<file path="config.mk">
export PLATFORM = sky130hd
export DESIGN_NAME = vn_merge
export DESIGN_NICKNAME = d
export VERILOG_FILES = /design/src/hw/rtl/vn_pkg.sv /design/src/hw/rtl/vn_merge.sv
export SDC_FILE = /design/constraint.sdc
export NUM_CORES = 1
export LEC_CHECK = 0
export BUFFER_PORTS_ARGS = -buffer_cell sky130_fd_sc_hd__clkbuf_2
export CORE_MARGIN = 8
export CORE_UTILIZATION = 45
export CTS_CLUSTER_SIZE = 8
export DETAILED_ROUTE_END_ITERATION = 7
export PLACE_DENSITY = 0.79
export REMOVE_ABC_BUFFERS = 1
export SETUP_SLACK_MARGIN = 0.1
export SLEW_MARGIN = 20
export SYNTH_ARGS = -nofsm -noshare
export SYNTH_HDL_FRONTEND = slang
export SYNTH_SLANG_ARGS = --single-unit
</file>
<file path="constraint.sdc">
create_clock -name i_clk -period 5.3 [get_ports i_clk]
set_clock_uncertainty 0.15 [all_clocks]
set_input_delay 0 -clock i_clk [delete_from_list [all_inputs] [get_ports i_clk]]
set_output_delay 0 -clock i_clk [all_outputs]
set_load 0.05 [all_outputs]
</file>
<file path="src/hw/rtl/vn_pkg.sv">
// Shared widths, payload types and arithmetic step functions for the
// 2D vector normalizer. No dependencies; every other file uses it by scope.
`timescale 1ns / 1ps
`default_nettype none

package vn_pkg;

    localparam int IN_W   = 16;              // input component width, Q7.8
    localparam int FRAC_W = 14;              // fraction bits of a unit component
    localparam int OUT_W  = FRAC_W + 2;      // unit component width, Q1.14
    localparam int SQ_W   = 2 * IN_W;        // sum of squares width
    localparam int ROOT_W = IN_W;            // square root width
    localparam int REM_W  = ROOT_W + 3;      // square root partial remainder
    localparam int Q_W    = FRAC_W + 1;      // quotient width, covers 1.0
    localparam int NUM_W  = IN_W + FRAC_W + 1; // scaled numerator with rounding term

    localparam logic [Q_W-1:0] Q_ONE = {1'b1, {FRAC_W{1'b0}}};

    typedef struct packed {
        logic                    req_type;
        logic signed [IN_W-1:0]  vec_x;
        logic signed [IN_W-1:0]  vec_y;
    } t_in;

    typedef struct packed {
        logic signed [OUT_W-1:0] unit_x;
        logic signed [OUT_W-1:0] unit_y;
        logic [ROOT_W-1:0]       magnitude;
        logic                    zero_length;
    } t_out;

    // Sideband that travels through the square root pipeline
    typedef struct packed {
        logic            semi;
        logic            xneg;
        logic            yneg;
        logic [IN_W-1:0] xm;
        logic [IN_W-1:0] ym;
    } t_side;

    // Per-lane flags that travel through a divider lane
    typedef struct packed {
        logic semi;
        logic mag_nz;
        logic neg;
    } t_tag;

    typedef struct packed {
        logic [REM_W-1:0]  rem;
        logic [ROOT_W-1:0] root;
    } t_sq_step;

    typedef struct packed {
        logic [ROOT_W-1:0] rem;
        logic              qbit;
    } t_div_step;

    // One digit of the bit-pair square root recurrence
    function automatic t_sq_step sqrt_step(input logic [REM_W-1:0] rem,
                                           input logic [ROOT_W-1:0] root,
                                           input logic [1:0] pair);
        logic [REM_W-1:0] t;
        logic [REM_W-1:0] trial;
        t_sq_step         res;
        t     = {rem[REM_W-3:0], pair};
        trial = {{(REM_W-ROOT_W-2){1'b0}}, root, 2'b01};
        if (t >= trial) begin
            res.rem  = t - trial;
            res.root = {root[ROOT_W-2:0], 1'b1};
        end else begin
            res.rem  = t;
            res.root = {root[ROOT_W-2:0], 1'b0};
        end
        return res;
    endfunction

    // One bit of restoring division
    function automatic t_div_step div_step(input logic [ROOT_W-1:0] rem,
                                           input logic [ROOT_W-1:0] len,
                                           input logic nb);
        logic [ROOT_W:0] t;
        logic [ROOT_W:0] d;
        t_div_step       res;
        t = {rem, nb};
        d = t - {1'b0, len};
        if (t >= {1'b0, len}) begin
            res.rem  = d[ROOT_W-1:0];
            res.qbit = 1'b1;
        end else begin
            res.rem  = t[ROOT_W-1:0];
            res.qbit = 1'b0;
        end
        return res;
    endfunction

endpackage

`default_nettype wire

</file>
<file path="src/hw/rtl/vn_merge.sv">
// Merge stage: saturate, apply semi mode, sign and zero length, register result.
// Depends on vn_pkg.
`timescale 1ns / 1ps
`default_nettype none

module vn_merge (
    input  wire logic                      i_clk,
    input  wire logic                      i_rst_n,
    input  wire logic                      i_en,
    input  wire logic                      i_valid,
    input  wire logic [vn_pkg::Q_W-1:0]    i_qx,
    input  wire logic [vn_pkg::Q_W-1:0]    i_qy,
    input  wire vn_pkg::t_tag              i_tagx,
    input  wire vn_pkg::t_tag              i_tagy,
    input  wire logic [vn_pkg::ROOT_W-1:0] i_len,
    output logic                           o_valid,
    output vn_pkg::t_out                   o_data
);

    logic          r_valid;
    vn_pkg::t_out  r_data;
    vn_pkg::t_out  n_data;
    logic          n_zero;

    function automatic logic [vn_pkg::OUT_W-1:0] finish(input logic [vn_pkg::Q_W-1:0] q,
                                                        input vn_pkg::t_tag tag);
        logic [vn_pkg::Q_W-1:0]   s;
        logic [vn_pkg::OUT_W-1:0] w;
        s = (q > vn_pkg::Q_ONE) ? vn_pkg::Q_ONE : q;
        if (tag.semi && tag.mag_nz && (s == '0)) begin
            s = vn_pkg::Q_ONE;
        end
        w = {1'b0, s};
        return tag.neg ? (vn_pkg::OUT_W'(0) - w) : w;
    endfunction

    // combine the two lanes
    always_comb begin
        n_zero             = (i_len == '0);
        n_data.magnitude   = i_len;
        n_data.zero_length = n_zero;
        n_data.unit_x      = n_zero ? '0 : finish(i_qx, i_tagx);
        n_data.unit_y      = n_zero ? '0 : finish(i_qy, i_tagy);
    end

    always_ff @(posedge i_clk) begin
        if (!i_rst_n) begin
            r_valid <= 1'b0;
        end else if (i_en) begin
            r_valid <= i_valid;
        end
    end

    always_ff @(posedge i_clk) begin
        if (i_en) begin
            r_data <= n_data;
        end
    end

    assign o_valid = r_valid;
    assign o_data  = r_data;

endmodule

`default_nettype wire
</file>
==> results by group <==
Outcome
  • Outcome: finished, violations left
  • Violated checks: negative hold slack

Floorplan
  • Initial Util: 0.456
  • # IOs: 106
  • Core Footprint: 5780 um2
  • Die H: 92.5 um
  • Rows: 28
  • Die X: 92.5 um
  • DIE AREA: 8560 um2

Power and ir drop
  • Power per standard cell area: 284 nW/um2
  • Pleak: 1.55 nW
  • Peak VDD IR: 150 uV

Layout
  • Fill cells: 444
  • Area delta synth->final: 41.8%
  • Ant. Diodes: 0
  • Final net count: 434
  • Layout cells sized above 1: 0.337
  • Final core utilization: 0.647

Clocking
  • CTS sink cnt: 50
  • Clock buffer depth: 2
  • Post-CTS Hold Buffers: 40
  • Post-CTS Resized: 0
  • Post-CTS Setup Inserts: 0
  • Clock transition at path regs: 0.10 ns
  • Later-pin clock latency in the skew report: 0.30 ns
  • Clock Root Buffer: clkbuf_8
  • CTS tree: built
  • CTS Buf Count: 5
  • Htree depth: 2

Route
  • Routed WL: 7.69 mm
  • Via count: 2450
  • ANT nets after route: 0
  • Routed WL per cell: 17.0 um
  • Initial DRC Count: 220
  • Drt drc: 0
  • TritonRoute pass-1 iters: 4
  • Vias/cell: 5.42

Hold path
  • Worst Hold Class: primary input to flip-flop
  • Hold path depth: 3
  • Hold Path End: o_data[22]
  • Min-delay src: i_qy[5]

Global route
  • Grt ovf: 0
  • First-pass GRT wire length: 12.3 mm
  • GRT Total Usage: 0.180
  • GR Util met2: 0.308
  • Met3 GRT Util: 0.0510
  • Initial antenna violation count: 0
  • Largest net degree at the start of global routing: 51
  • Vias in the first global route: 2518
  • GR peak layer: met2
  • Met1 Use GR: 0.199

Setup path
  • R2r endpoint: o_valid
  • Worst Reg-to-Reg Cells: 3
  • Crit Path Max Fanout: 21
  • Worst setup EP type: flip-flop
  • R2R setup slack: 3.99 ns
  • Startpoint types: primary input
  • WP data required: 5.21 ns
  • Critical path type: primary input to flip-flop
  • Worst EP arrival: 3.00 ns
  • Worst r2r src: o_valid

Placed design
  • Port Buffers: 105
  • GP Congestion: 0.842
  • HPWL after detailed placement: 5.04 mm

STA
  • Setup tns final: 0 ns
  • Min Tclk post-route: 3.09 ns
  • Final Max Tran Viols: 0
  • Tcrit/Tclk final: 0.584
  • Achievable Freq: 323 MHz
  • Setup violators final: 0
  • Final hold violation count: 1
  • RSZ-0062 raised after global routing: false
  • Max_slew headroom: 0.411
  • Worst Tran Pin Value: 0.875 ns
  • Final Hold Slack: -0.00403 ns

Synthesis
  • Area share of the largest cell type after synthesis: 0.558
  • Post-Syn Area per Cell: 11.4 um2
  • Primary FF master, synth: edfxtp_1
  • Commonest cells post-synth: edfxtp_1 (49), nand2_1 (22), nor2_1 (18)
  • Cell taking the most area after synthesis: edfxtp_1
  • Async SR Flop Fraction: 0
  • Mapped Area: 2640 um2
  • Netlist cell types: 55
  • EDFF count, synth: 49
  • Synthesis-stage register bit count: 50
  • Synth warnings: 0
  • Cells after Synth: 232
  • Top cells by area in the synthesized netlist: edfxtp_1 (56%), xor2_1 (3.7%), nand2_1 (3.1%)
  • Count leader, synth: edfxtp_1
  • Post-synthesis sequential area ratio: 0.566

Job
  • Max cap viols: 0
-- flip-flops by register name (all words and copies together), names as in the netlist --
name     cells
o_data      49
o_valid      1
-- stage by stage --
stage	total power, mW	worst slack (ns)	std cells	area (um2)
after global placement	0.761	2.89	404	3220
after global routing	1.10	2.00	452	3740
final	1.06	2.21	452	3740
after floorplan	0.675	3.33	223	2590
after detailed placement	0.764	2.80	404	3220
after CTS	1.07	2.25	452	3740
-- worst max-delay path by stage --
stage | start | to
after floorplan | i_qy[2] | o_data[31]
after global placement | i_qy[14] | o_data[31]
after detailed placement | i_qy[14] | o_data[31]
after CTS | i_len[10] | o_data[42]
after global routing | i_len[10] | o_data[42]
final | i_len[9] | o_data[42]
-- routing by layer --
metal  wire [um]  vias up
met1        2900     1119
met5           0        -
met4         278        0
met2        3930      120
met3         578       22
li1            -     1189
-- kinds of logic (layout without fill, tap and decap cells) --
family	count (synthesis)	count (layout)	synth area share
muxes	2	2	0.00759
and+or+nand+nor	89	89	0.178
adders and majority gates	2	2	0.00949
DFF	50	50	0.566
buffers and inverters	14	159	0.0228
AOI/OAI and AO/OA	62	62	0.174
xor gates and xnor gates	13	13	0.0432
-- cells in the final DEF, fill, tap and decap left out, types with 2 or more instances in the layout --
master         instances
nand2_1               22
o21ai_0               16
edfxtp_1              49
inv_1                  3
mux2i_1                2
or2_2                  2
nand3_1                7
and3_1                 2
nand4_1                2
nor4_1                 7
or3_1                  3
clkbuf_8               5
ha_1                   2
xor2_1                11
xnor2_1                2
o21a_1                 4
a21o_1                 4
dlygate4sd3_1         40
nor3_1                10
o2111ai_1              3
nand2b_1               4
o41ai_1                2
clkbuf_2             105
clkinv_1               2
nor2_1                18
a21oi_1               12
o31ai_1                5
nor2b_1                2
inv_6                  2
-- cell type report --
| type | count | area, um2 | area share |
|---|---|---|---|
| Sequential cell | 50 | 1490 | 0.399 |
| Tap cell | 75 | 93.8 | 0.0251 |
| Clock inverter | 3 | 47.5 | 0.0127 |
| Timing Repair Buffer | 146 | 933 | 0.250 |
| Multi-Input combinational cell | 168 | 1080 | 0.290 |
| Clock buffer | 5 | 68.8 | 0.0184 |
| Inverter | 5 | 18.8 | 0.00502 |
-- report_power, final --
| part | internal, mW | leakage [nW] | switching [mW] |
|---|---|---|---|
| clock | 0.144 | 0.0591 | 0.137 |
| sequential | 0.475 | 0.485 | 0.0101 |
| combinational | 0.0869 | 1.01 | 0.209 |
| total | 0.706 | 1.55 | 0.357 |
-- worst max-delay path, stage by stage --
cell           delay (ns)
dlygate4sd3_1        0.54
clkbuf_2             0.12
nor4_1               0.35
nand4_1              0.51
inv_1                0.80
nor3_1               0.11
dlygate4sd3_1        0.58
No activity file was read; power rests on OpenSTA's default activity.
