===== src/hw/rtl/vn_pkg.sv =====
// Shared widths, payload types and arithmetic step functions for the
// 2D vector normalizer. No dependencies; every other file uses it by scope.
`timescale 1ns / 1ps
`default_nettype none

package vn_pkg;

    localparam int IN_W   = 16;              // input component width, Q7.8
    localparam int FRAC_W = 14;              // fraction bits of a unit component
    localparam int OUT_W  = FRAC_W + 2;      // unit component width, Q1.14
    localparam int SQ_W   = 2 * IN_W;        // sum of squares width
    localparam int ROOT_W = IN_W;            // square root width
    localparam int REM_W  = ROOT_W + 3;      // square root partial remainder
    localparam int Q_W    = FRAC_W + 1;      // quotient width, covers 1.0
    localparam int NUM_W  = IN_W + FRAC_W + 1; // scaled numerator with rounding term

    localparam logic [Q_W-1:0] Q_ONE = {1'b1, {FRAC_W{1'b0}}};

    typedef struct packed {
        logic                    req_type;
        logic signed [IN_W-1:0]  vec_x;
        logic signed [IN_W-1:0]  vec_y;
    } t_in;

    typedef struct packed {
        logic signed [OUT_W-1:0] unit_x;
        logic signed [OUT_W-1:0] unit_y;
        logic [ROOT_W-1:0]       magnitude;
        logic                    zero_length;
    } t_out;

    // Sideband that travels through the square root pipeline
    typedef struct packed {
        logic            semi;
        logic            xneg;
        logic            yneg;
        logic [IN_W-1:0] xm;
        logic [IN_W-1:0] ym;
    } t_side;

    // Per-lane flags that travel through a divider lane
    typedef struct packed {
        logic semi;
        logic mag_nz;
        logic neg;
    } t_tag;

    typedef struct packed {
        logic [REM_W-1:0]  rem;
        logic [ROOT_W-1:0] root;
    } t_sq_step;

    typedef struct packed {
        logic [ROOT_W-1:0] rem;
        logic              qbit;
    } t_div_step;

    // One digit of the bit-pair square root recurrence
    function automatic t_sq_step sqrt_step(input logic [REM_W-1:0] rem,
                                           input logic [ROOT_W-1:0] root,
                                           input logic [1:0] pair);
        logic [REM_W-1:0] t;
        logic [REM_W-1:0] trial;
        t_sq_step         res;
        t     = {rem[REM_W-3:0], pair};
        trial = {{(REM_W-ROOT_W-2){1'b0}}, root, 2'b01};
        if (t >= trial) begin
            res.rem  = t - trial;
            res.root = {root[ROOT_W-2:0], 1'b1};
        end else begin
            res.rem  = t;
            res.root = {root[ROOT_W-2:0], 1'b0};
        end
        return res;
    endfunction

    // One bit of restoring division
    function automatic t_div_step div_step(input logic [ROOT_W-1:0] rem,
                                           input logic [ROOT_W-1:0] len,
                                           input logic nb);
        logic [ROOT_W:0] t;
        logic [ROOT_W:0] d;
        t_div_step       res;
        t = {rem, nb};
        d = t - {1'b0, len};
        if (t >= {1'b0, len}) begin
            res.rem  = d[ROOT_W-1:0];
            res.qbit = 1'b1;
        end else begin
            res.rem  = t[ROOT_W-1:0];
            res.qbit = 1'b0;
        end
        return res;
    endfunction

endpackage

`default_nettype wire


===== src/hw/rtl/vn_sqrt.sv =====
// Pipelined floor square root, one root bit per stage, with sideband.
// Depends on vn_pkg.
`timescale 1ns / 1ps
`default_nettype none

module vn_sqrt (
    input  wire logic                      i_clk,
    input  wire logic                      i_rst_n,
    input  wire logic                      i_en,
    input  wire logic                      i_valid,
    input  wire logic [vn_pkg::SQ_W-1:0]   i_rad,
    input  wire vn_pkg::t_side             i_side,
    output logic                           o_valid,
    output logic [vn_pkg::ROOT_W-1:0]      o_root,
    output vn_pkg::t_side                  o_side
);

    localparam int N = vn_pkg::ROOT_W;

    logic                      r_valid [0:N-1];
    logic [vn_pkg::SQ_W-1:0]   r_rad  [0:N-1];
    logic [vn_pkg::REM_W-1:0]  r_rem  [0:N-1];
    logic [vn_pkg::ROOT_W-1:0] r_root [0:N-1];
    vn_pkg::t_side             r_side [0:N-1];
    vn_pkg::t_sq_step          n_st   [0:N-1];

    for (genvar k = 0; k < N; k++) begin : g_st
        if (k == 0) begin : g_first
            // seed the recurrence from the top bit pair
            assign n_st[k] = vn_pkg::sqrt_step('0, '0, i_rad[vn_pkg::SQ_W-1 -: 2]);

            always_ff @(posedge i_clk) begin
                if (!i_rst_n) begin
                    r_valid[k] <= 1'b0;
                end else if (i_en) begin
                    r_valid[k] <= i_valid;
                end
            end

            always_ff @(posedge i_clk) begin
                if (i_en) begin
                    r_rad[k]  <= i_rad << 2;
                    r_side[k] <= i_side;
                end
            end
        end else begin : g_next
            // advance one bit pair
            assign n_st[k] = vn_pkg::sqrt_step(r_rem[k-1], r_root[k-1],
                                               r_rad[k-1][vn_pkg::SQ_W-1 -: 2]);

            always_ff @(posedge i_clk) begin
                if (!i_rst_n) begin
                    r_valid[k] <= 1'b0;
                end else if (i_en) begin
                    r_valid[k] <= r_valid[k-1];
                end
            end

            always_ff @(posedge i_clk) begin
                if (i_en) begin
                    r_rad[k]  <= r_rad[k-1] << 2;
                    r_side[k] <= r_side[k-1];
                end
            end
        end

        always_ff @(posedge i_clk) begin
            if (i_en) begin
                r_rem[k]  <= n_st[k].rem;
                r_root[k] <= n_st[k].root;
            end
        end
    end

    assign o_valid = r_valid[N-1];
    assign o_root  = r_root[N-1];
    assign o_side  = r_side[N-1];

endmodule

`default_nettype wire


===== config.mk =====
export PLATFORM = sky130hd
export DESIGN_NAME = vn_sqrt
export DESIGN_NICKNAME = d
export VERILOG_FILES = /design/src/hw/rtl/vn_pkg.sv /design/src/hw/rtl/vn_sqrt.sv
export SDC_FILE = /design/constraint.sdc
export NUM_CORES = 1
export LEC_CHECK = 0
export ABC_AREA = 1
export ABC_CLOCK_PERIOD_IN_PS = 2100
export BUFFER_PORTS_ARGS = -buffer_cell sky130_fd_sc_hd__buf_2
export CORE_UTILIZATION = 40
export CTS_BUF_LIST = sky130_fd_sc_hd__clkbuf_8
export DETAILED_ROUTE_END_ITERATION = 10
export PLACE_DENSITY = 0.57
export REMOVE_ABC_BUFFERS = 1
export SYNTH_ARGS = -nofsm -noshare
export SYNTH_HDL_FRONTEND = slang
export SYNTH_SLANG_ARGS = --single-unit

===== constraint.sdc =====
create_clock -name i_clk -period 2.1 [get_ports i_clk]
set_clock_uncertainty 0.2 [all_clocks]
set_input_delay 0 -clock i_clk [delete_from_list [all_inputs] [get_ports i_clk]]
set_output_delay 0 -clock i_clk [all_outputs]
set_load 0.1 [all_outputs]

==> run metrics <==
status=finished, violations left; violated checks=setup timing; Yosys top cell area share=0.715; Power Dens Cells=880 nW/µm²; overall via count from detail_route=roughly 32000; post-synthesis cell type with the largest combined area=edfxtp_1; horizontal die dimension=355 µm; xor/xnor share of the synthesized area=0.0144; clock root cell=clkbuf_8; leading register cell type out of synthesis=edfxtp_1; count of buffer and inverter cells on the critical path=2; # H-tree levels=4; detailed-router iteration count before antenna repair=7; Avg WL per Cell=14.6 µm; nature of the critical path endpoint=flop; post-synthesis mux area share=0; maximum fanout along the worst path=6; post-place setup slack=-376 ps; final routed DRC violation total=0; Final Cycle Share=1.04; clock period minus worst slack=2190 ps; gate count after technology mapping=4059; combinational family with the most area after synthesis=simple AND/OR/NAND/NOR gates; gate family responsible for the most delay along the worst path=simple AND/OR/NAND/NOR gates; IO buf count=122; non-filler instance count after layout=7056; Async SR Flop Fraction=0; cts bufs inserted=slightly below 200; met1 Resource Use GR=0.192; share of the synthesized area in compound gates (AO/OA/AOI/OAI)=0.0233; final number of hold-violating endpoints=0; area of the core region=124000 µm²; crit start category=flop; max-slew violations=0; area of all sequential standard cells=35700 µm²; mean instance size in the synthesized netlist=12.3 µm²; Peak VDD IR=0.000678 V; initial drt markers=1484; share of post-route cells with drive strength above 1=0.375; overall global routing resource usage=0.159; clock tree from TritonCTS=yes; Final Wtd Congestion=0.880; HP Class=primary input to flop; cell types with the largest area share after synthesis=edfxtp_1 (72%), nand2_1 (8.3%), inv_1 (4.5%); first-pass GRT wire length=160000 µm; Required @ worst endpoint=around 2600 ps; Worst Setup Slack, final=-91.9 ps; actual slew at the worst max-slew pin=755 ps; post-synthesis cell type count=between 40 and 50; number of nets in the final layout=around 5500; critical path's slowest cell=edfxtp_1; WL final=103000 µm; Post-Syn Area=49900 µm²; RSZ-0062 raised after global routing=yes; worst skew pair latency=920 ps; chain of cells forming the critical path=ha_4 -> nand2_4 -> nor2_4 -> inv_2 -> nor3_4 -> nand2_8 -> clkbuf_16 -> nand3_2 -> nand2_1; Slew HR=0.495; area occupied by multi-input gates=15400 µm²; pin count of the biggest net entering global routing=117; CP peak stage delay=~460 ps; met2 layer usage reported by global route=0.274; io pins=between 100 and 150; final setup violation count=~110; Arrival @ worst endpoint=around 2600 ps; die footprint=126000 µm²; Max-cap violations=0; P&R area growth vs syn=36.6%; global route overflow=0; flip-flop and latch count after synthesis=1189; Clock transition at path regs=60 ps; initial antenna violation count=1; met3 Usage GRT=0.0312; drt via density=about 4.6; adder and majority gate portion of the synthesized area=0.0381; CTS Sinks=1189; DP Cell Count=6290; most common cell after layout, fill and taps aside=edfxtp_1; placed wire-length estimate after detailed placement=64900 µm; Detail Route Antenna Nets=0; Crit Path Class=flop to flop; Filler Cells Inserted=10400; number of placement rows=between 100 and 150; sequential cell area fraction in the yosys report=0.716; height of the die=355 µm; EDFF count, synth=1188; Max clock buf depth=3; P_leak=28.4 nW; yosys warns=0; FMAX=between 0.4 and 0.5 GHz; number of global-route vias before repair=32100; starting utilization of the core area=0.403; highest-utilization routing layer at the global route stage=met2; commonest cells after routing, fill and taps aside=edfxtp_1 (1188), nand2_1 (792), buf_4 (671); Hold WS=76.1 ps; simple-gate share of the synthesized area=0.152; Setup TNS=-3970 ps
==> stage by stage <==
step                      utilization  cell area, µm²  power, mW
after floorplan                     -           49400       34.3
after global placement          0.457           56500       38.2
after detailed placement        0.457           56500       38.3
after CTS                       0.527           65100       59.4
after global routing            0.551           68100       63.2
final                           0.551           68100       60.0
==> cell usage after synthesis (11+ instances only) <==
| master | number |
|---|---|
| nor3_1 | 41 |
| nand2_2 | 18 |
| nor2_1 | 205 |
| inv_2 | 17 |
| o21ai_1 | 11 |
| nor2_2 | 18 |
| nand2_1 | 1100 |
| buf_4 | 40 |
| inv_1 | 601 |
| nand4_1 | 97 |
| nand3b_1 | 30 |
| xor2_1 | 56 |
| a21oi_1 | 114 |
| buf_6 | 11 |
| edfxtp_1 | 1188 |
| buf_2 | 16 |
| xnor2_1 | 26 |
| o21ai_0 | 64 |
| nand3_1 | 173 |
| ha_1 | 152 |
==> tightest hold or removal path: stages <==
cell and delay [ps]:
dlygate4sd3_1 560, buf_8 190, buf_12 230
==> final cells by class <==
| cell class | count | share of cell area |
|---|---|---|
| repair inverters | 1 | 0.0000918 |
| multi-input cells | 2196 | 0.226 |
| repair buffers | 1064 | 0.131 |
| clock inverters | 155 | 0.0146 |
| flip-flops and latches | 1189 | 0.524 |
| well taps | 1637 | 0.0301 |
| inverters | 618 | 0.0344 |
| clock buffers | 195 | 0.0394 |
| diodes | 1 | 0.0000367 |
==> path summary, 6_finish.rpt <==
kind             startpoint      endpoint  slack [ps]  depth (start not counted)
min                    i_en  r_rad[6][28]          80                          3
max            r_rem[6][28]   r_rem[7][0]         -90                          9
max reg2reg    r_rem[6][28]   r_rem[7][0]         -90                          9
min reg2reg  r_side[0][250]  r_side[1][5]         190                          0
==> power breakdown <==
group,switching [mW],leakage [nW],internal (mW)
Sequential,1.01,11.5,28.5
Combinational,6.21,14.8,5.27
Clock,9.16,2.12,9.88
Total,16.4,28.4,43.6
==> state kept, by name, summed over array words and instances (netlist names) <==
| name | cells |
|---|---|
| r_rad | 240 |
| r_root | 136 |
| r_valid | 16 |
| r_side | 560 |
| r_rem | 237 |
==> cells by family after synthesis <==
kind of cell    after synthesis
flops                      1189
buf+inv                     688
compound gates              214
other cells                   1
xor+xnor                     82
fa+ha+maj                   152
simple gates               1733
==> what timing repair did <==
action,4_1_cts,5_1_grt
cloned,19,9
buffers inserted,119,110
hold endpoints to repair,1272,0
endpoints found under the setup margin,225,233
pin swaps,158,318
resized for setup,441,634
hold buffers,167,0
==> metal layers <==
metal,wire [µm],vias up
li1,-,16200
met2,52200,564
met5,0,-
met3,3690,252
met4,3770,0
met1,43300,15300
Note: power is estimated with default switching activity, not from simulation.
